`config.mk`:
```
export PLATFORM = sky130hd
export DESIGN_NAME = ppt_mac
export DESIGN_NICKNAME = d
export VERILOG_FILES = /design/src/ppt_pkg.sv /design/src/ppt_mac.sv
export SDC_FILE = /design/constraint.sdc
export NUM_CORES = 2
export LEC_CHECK = 0
export ABC_AREA = 1
export ABC_CLOCK_PERIOD_IN_PS = 11550
export BUFFER_PORTS_ARGS = -buffer_cell sky130_fd_sc_hd__buf_2
export CORE_MARGIN = 8
export CORE_UTILIZATION = 65
export DETAILED_ROUTE_END_ITERATION = 16
export PLACE_DENSITY_LB_ADDON = 0.3
export SYNTH_ARGS = -nofsm -noshare
export SYNTH_HDL_FRONTEND = slang
export SYNTH_SLANG_ARGS = --single-unit
```
`constraint.sdc`:
```
create_clock -name clk -period 11.55 [get_ports clk]
set_input_delay 0.5775 -clock clk [delete_from_list [all_inputs] [get_ports clk]]
set_output_delay 0.5775 -clock clk [all_outputs]
set_load 0.05 [all_outputs]
```
`src/ppt_pkg.sv`:
```
`timescale 1ns / 1ps
`default_nettype none
// ----------------------------------------------------------------------------
// ppt_pkg
// Shared types and fixed constants of the point-in-polygon test block.
// ----------------------------------------------------------------------------
package ppt_pkg;

  localparam int BEST_W     = 51;
  localparam int WRAP_W     = 64;
  localparam int LOC_W      = 2;
  localparam int NUM_OUT_W  = 50;
  localparam int DEN_OUT_W  = 25;
  localparam int OUT_W      = ((LOC_W + NUM_OUT_W + DEN_OUT_W + 7) / 8) * 8;
  localparam int OUT_PAD_W  = OUT_W - LOC_W - NUM_OUT_W - DEN_OUT_W;
  localparam int MUL_MIN_W  = (BEST_W + 1) / 2;

  typedef logic [LOC_W-1:0] loc_t;

  localparam loc_t LOC_OUTSIDE  = 2'd0;
  localparam loc_t LOC_INSIDE   = 2'd1;
  localparam loc_t LOC_BOUNDARY = 2'd2;

  typedef enum logic [4:0] {
    ST_IDLE,
    ST_EDGE,
    ST_X1,
    ST_PLAIN_UPD,
    ST_D1A,
    ST_D1B,
    ST_D2A,
    ST_D2B,
    ST_SQ0,
    ST_SQ1,
    ST_SQ2,
    ST_LATCH,
    ST_CMP0,
    ST_CMP1,
    ST_CMP2,
    ST_CMP3,
    ST_DIST_UPD,
    ST_NEXT
  } state_t;

  typedef enum logic [1:0] {
    NEAR_A,
    NEAR_B,
    NEAR_SEG
  } near_t;

  typedef struct packed {
    logic en;
    logic clr;
    logic sub;
    logic shift;
  } mac_ctl_t;

endpackage
`default_nettype wire

```
`src/ppt_mac.sv`:
```
`timescale 1ns / 1ps
`default_nettype none
// ----------------------------------------------------------------------------
// ppt_mac
// Shared signed multiply-accumulate unit: one product per cycle when enabled,
// optionally shifted up one limb, added to or subtracted from a registered sum.
// ----------------------------------------------------------------------------
module ppt_mac #(
  parameter int OPW   = 27,
  parameter int ACC_W = 78,
  parameter int SHIFT = 26
) (
  input  logic                    clk,
  input  ppt_pkg::mac_ctl_t       ctl,
  input  logic signed [OPW-1:0]   op_a,
  input  logic signed [OPW-1:0]   op_b,
  output logic signed [ACC_W-1:0] acc
);
  import ppt_pkg::*;

  logic signed [2*OPW-1:0]  prod;
  logic signed [ACC_W-1:0]  term;
  logic signed [ACC_W-1:0]  term_sh;
  logic signed [ACC_W-1:0]  acc_r;
  logic signed [ACC_W-1:0]  acc_nxt;

  assign prod    = op_a * op_b;
  assign term    = ACC_W'(prod);
  assign term_sh = ctl.shift ? (term <<< SHIFT) : term;
  assign acc_nxt = (ctl.clr ? '0 : acc_r) + (ctl.sub ? -term_sh : term_sh);

  always_ff @(posedge clk) begin
    if (ctl.en) begin
      acc_r <= acc_nxt;
    end
  end

  assign acc = acc_r;

endmodule
`default_nettype wire

```
After elaboration in Yosys (flattened, before gate mapping)
Index checks and enable logic that the tools add are counted.
{"block": "totals", "register_bits": 78, "latch_bits": 0, "ram_bits": 0, "rom_bits": 0, "input_bits": 59, "output_inout_bits": 78, "elab_cells": 7, "memories": 0}
{"block": "classes", "n_addsub": 2, "n_mul": 1, "n_div": 0, "magnitude_cmp": 0, "eq_ne": 0, "shift": 0, "n_mux": 3, "bitwise": 0, "n_reduce_logical": 0}
{"op": "78-bit 2-to-1 mux", "count": 3}
{"op": "78-bit adder", "count": 1}
{"op": "78-bit negation", "count": 1}
{"op": "27-bit by 27-bit multiplier with 54-bit output", "count": 1}

Logic depth before layout (Yosys ltp)
{"block": "logic_depth", "depth_word": 5, "ltp_mapped": 60, "ltp_nobuf": 57}

Worst setup path after synthesis
No wires, ideal clock.
{"block": "synth_path", "path_type": "input port to flip-flop", "startpoint": "in op_a[26]", "endpoint": "reg acc_r[77] (netlist: acc[77]) (data pin)", "setup_ns": 0.249, "arrival_time_ns": 9.214, "required_ns": 11.301, "path_slack_ns": 2.086, "path_stages": 49, "n_path_buf": 3, "path_cell_list": "clkbuf_1 > clkbuf_1 > nand2_1 > inv_1 > fa_1 > fa_1 > inv_1 > fa_1 > inv_1 > fa_1 > inv_1 > fa_1 > inv_1 > fa_1 > fa_1 > ha_1 > nand2_1 > nor2_2 > [13 not listed] > nor2_1 > nor2_1 > nor2_1 > ha_1 > nand2_1 > nor3_1 > inv_1 > nor2_1 > nand2_1 > inv_1 > nand3_1 > a31o_2 > nand3_1 > nand3_1 > nand2_1 > nand4_1 > nand2_1 > inv_1"}
{"block": "synth_via", "elab_chain_len": 5}
{"element": "start, declared", "line_no": "ppt_mac.sv:15", "rtl": "input logic signed [OPW-1:0] op_a,"}
{"element": "27-bit by 27-bit multiplier with 54-bit output (*)", "line_no": "ppt_mac.sv:27", "rtl": "assign prod = op_a * op_b;"}
{"element": "78-bit 2-to-1 mux (*)", "line_no": "ppt_mac.sv:29", "rtl": "assign term_sh = ctl.shift ? (term <<< SHIFT) : term;"}
{"element": "78-bit negation", "line_no": "ppt_mac.sv:30", "rtl": "assign acc_nxt = (ctl.clr ? '0 : acc_r) + (ctl.sub ? -term_sh : term_sh);"}
{"element": "78-bit 2-to-1 mux (*)", "line_no": "ppt_mac.sv:30"}
{"element": "78-bit adder (*)", "line_no": "ppt_mac.sv:30"}
{"element": "named net acc_nxt[77]", "line_no": "ppt_mac.sv:25", "rtl": "logic signed [ACC_W-1:0] acc_nxt;"}
{"element": "end signal, assigned", "line_no": "ppt_mac.sv:34", "rtl": "acc_r <= acc_nxt;"}
{"element": "end, declared", "line_no": "ppt_mac.sv:24", "rtl": "logic signed [ACC_W-1:0] acc_r;"}
The timed path passes the listed nets; every way through them passes the cells marked *.
A chain may end at the register's enable or synchronous reset.

Worst setup path in the final report
{"block": "layout_path", "startpoint": "in op_b[4]", "endpoint": "reg acc_r[66] (netlist: acc[66]) (data pin)"}
{"block": "layout_via", "elab_chain_len": 5}
{"element": "start, declared", "line_no": "ppt_mac.sv:16", "rtl": "input logic signed [OPW-1:0] op_b,"}
{"element": "27-bit by 27-bit multiplier with 54-bit output (*)", "line_no": "ppt_mac.sv:27"}
{"element": "78-bit 2-to-1 mux (*)", "line_no": "ppt_mac.sv:29"}
{"element": "78-bit negation", "line_no": "ppt_mac.sv:30"}
{"element": "78-bit 2-to-1 mux (*)", "line_no": "ppt_mac.sv:30"}
{"element": "78-bit adder (*)", "line_no": "ppt_mac.sv:30"}
{"element": "named net acc_nxt[66]", "line_no": "ppt_mac.sv:25"}
Marked as above.

==> reports/qor.csv <==
stage;metric;value;unit
synthesis;Synth Register Bits;78;
worst_setup_path;Worst Setup End Kind;flip-flop;
worst_setup_path;Critical Path Source Type;input pin;
synthesis;EDFF count, synth;78;
placement;pre-CTS setup slack;0.395;ns
sta;Worst-Margin Slew;1.09;ns
layout;commonest non-fill, non-tap cell in the layout;inv_1;
detailed_routing;DRT antenna net count;0;
sta;Final Skew;0.0211;ns
synthesis;syn_nets;6844;
detailed_routing;drt drc;0;
worst_setup_path;Worst path slowest cell;fa_1;
layout;Multi-input gate area;0.0313;mm^2
sta;fin crit period;10.73;ns
placement;port buffer count;136;
sta;RSZ-0062 raised after global routing;no;
die;Die Wd;266;um
synthesis;ys flop type;edfxtp_1;
layout;Largest register FFs;78;
synthesis;Yosys Warn Count;0;
synthesis;Cell Area, Synth;0.0408;mm^2
layout;Final Util;67.7;%
grt;largest net degree at the start of global routing;75;
sta;Max Clk Rate;93.2;MHz
cts;CTS buffer count;9;
grt;met2 Resource Use GR;59.1;%
die;die height;266;um
job;max-capacitance violation count;0;
status;status;finished clean;
grt;Overflow after GRT;0;
cts;Max clock buf depth;2;
worst_setup_path;Worst Setup Path Type;in2reg;
worst_setup_path;slowest stage delay, CP;0.76;ns
detailed_routing;Avg WL per Cell;18.7;um
synthesis;sequential share of the synthesized area;5.74;%
cts;cts hold-fix bufs;0;
detailed_routing;drt pass-1 iters;8;
die;# IOs;137;
cts;clk_lat worst skew;0.37;ns
detailed_routing;vias;36300;
grt;grt met3 use;4.80;%
grt;GR peak layer;met2;
worst_setup_path;CP arrival;10.92;ns
worst_setup_path;Req. time, crit path;11.74;ns
grt;initial antenna violation count;5;
die;Die Area;0.0710;mm^2
sta;WHS;0.542;ns
synthesis;FFs w/ async S/R, synth;0;%
die;site row count;92;
worst_setup_path;crit path buf inv count;10;
synthesis;unique cell type count in the Yosys netlist;56;
synthesis;Post-Syn Instances;5787;
worst_setup_path;maximum fanout along the worst path;15;
layout;register area;0.00234;mm^2
placement;dpl hpwl;108;mm
sta;Worst slew margin;26.4;%
detailed_routing;DRC marker count from the first detailed-route iteration;3638;
cts;clk sink count;78;
worst_setup_path;Top delay family on crit path;adder cells;
sta;Finish-stage setup viols;0;
layout;Final nets;6831;
cts;Root Buffer Master;clkbuf_16;
layout;final-layout fill cell count;5442;
synthesis;Synth Area per Inst;7.05;um^2
layout;share of cells above drive strength 1;6.11;%
detailed_routing;Vias per Instance;5.48;
layout;area delta synth->final;3.82;%
cts;clock slew at reported path FFs;0.07;ns
die;initial core utilization;65.2;%
sta;Final WS setup;0.821;ns
placement;Final Wtd Congestion;1.11;
cts;H-tree Lvls;3;
cts;CTS tree;built;
die;core area;0.0625;mm^2
hold_path;min-delay worst type;in2reg;
grt;first-pass GRT wire length;199;mm
detailed_routing;Total Wirelength;124;mm
grt;met1 Track Usage GR;48.6;%
sta;Final TNS setup;0;ns
sta;Final Hold Fails;0;
layout;most frequent cells in the layout;inv_1, nand2_1, fa_1, nor2_1, ha_1;
worst_setup_path;Worst path most repeated cell;inv_1;
sta;period utilization;92.9;%
grt;total track usage;35.7;%
sta;Slew Limit Fails;0;
grt;vias in the first global route;37500;
cells in the mapped netlist, types with 12 or more instances:
cell      instances  share of area [%]
a21oi_1         182                2.2
a31oi_1          32               0.49
clkbuf_1        177                1.6
edfxtp_1         78                5.7
fa_1            762                 37
ha_1            236                7.2
inv_1          1668                 15
inv_2            14               0.13
nand2_1        1470                 14
nand2_2          51               0.78
nand3_1         165                2.0
nand3_2          27               0.66
nand4_1          52               0.80
nor2_1          425                3.9
nor2_2           18               0.28
nor3_1           18               0.22
o21a_1           12               0.22
o21ai_0          95                1.2
o21ai_1          15               0.18
or2_2            16               0.25
xnor2_1          54                1.2
xor2_1           98                2.1
per-stage QoR:
stage,instances,area (um^2)
2_1_floorplan,5787,40800
3_3_place_gp,6609,42000
3_5_place_dp,6609,42000
4_1_cts,6624,42300
5_1_grt,6626,42300
6_report,6627,42300
what timing repair did:
item	4_1_cts	5_1_grt
resized for setup	0	2
endpoints found under the setup margin	0	2
buffers inserted	0	0
metal layers:
metal | vias up | routed length [um]
li1 | 16700 | -
met1 | 17600 | 49800
met2 | 1734 | 58500
met3 | 338 | 11400
met4 | 4 | 4290
met5 | - | 22
kinds of logic (layout without fill, tap and decap cells):
kind of cell               count (synthesis)  after routing  share of synthesized area, %
AOI/OAI and AO/OA                        392            392                          5.44
xor gates and xnor gates                 152            152                          3.26
adders and majority gates                998            998                          44.6
buffers and inverters                   1887           1878                          17.5
DFF                                       78             78                          5.74
other                                      0              3                             0
and+or+nand+nor                         2280           2280                          23.4
worst reg2reg max path, stage by stage (launching register included):
cell and delay, ns:
edfxtp_1 0.43, inv_1 0.08, nor2_1 0.04, ha_1 0.29, fa_1 0.47, nand2_1 0.08
a21oi_1 0.11, nand3_1 0.09, nand2_1 0.08, nand2_1 0.06, nand2_1 0.12, a21oi_1 0.35
o21ai_1 0.15, a21oi_1 0.39, o21ai_1 0.31, a21oi_1 0.39, o221ai_1 0.22, xor2_1 0.18
worst paths after layout:
path	slack [ns]	cells past startpoint	to	from
setup reg to reg	7.46	17	acc[54]	acc[0]
hold reg to reg	0.76	3	acc[0]	acc[0]
setup / recovery	0.82	42	acc[66]	op_b[4]
hold / removal	0.54	1	acc[70]	ctl[3]
layout make-up:
class	instances	share of cell area [%]
multi-input cells	3822	73.9
flip-flops and latches	78	5.53
repair buffers	175	2.36
inverters	1688	15.0
clock buffers	9	0.532
diodes	3	0.0177
well taps	846	2.50
clock inverters	6	0.151
Power is not shown: default switching activity piles up to over one toggle a cycle in this logic, so the estimate is an artifact.
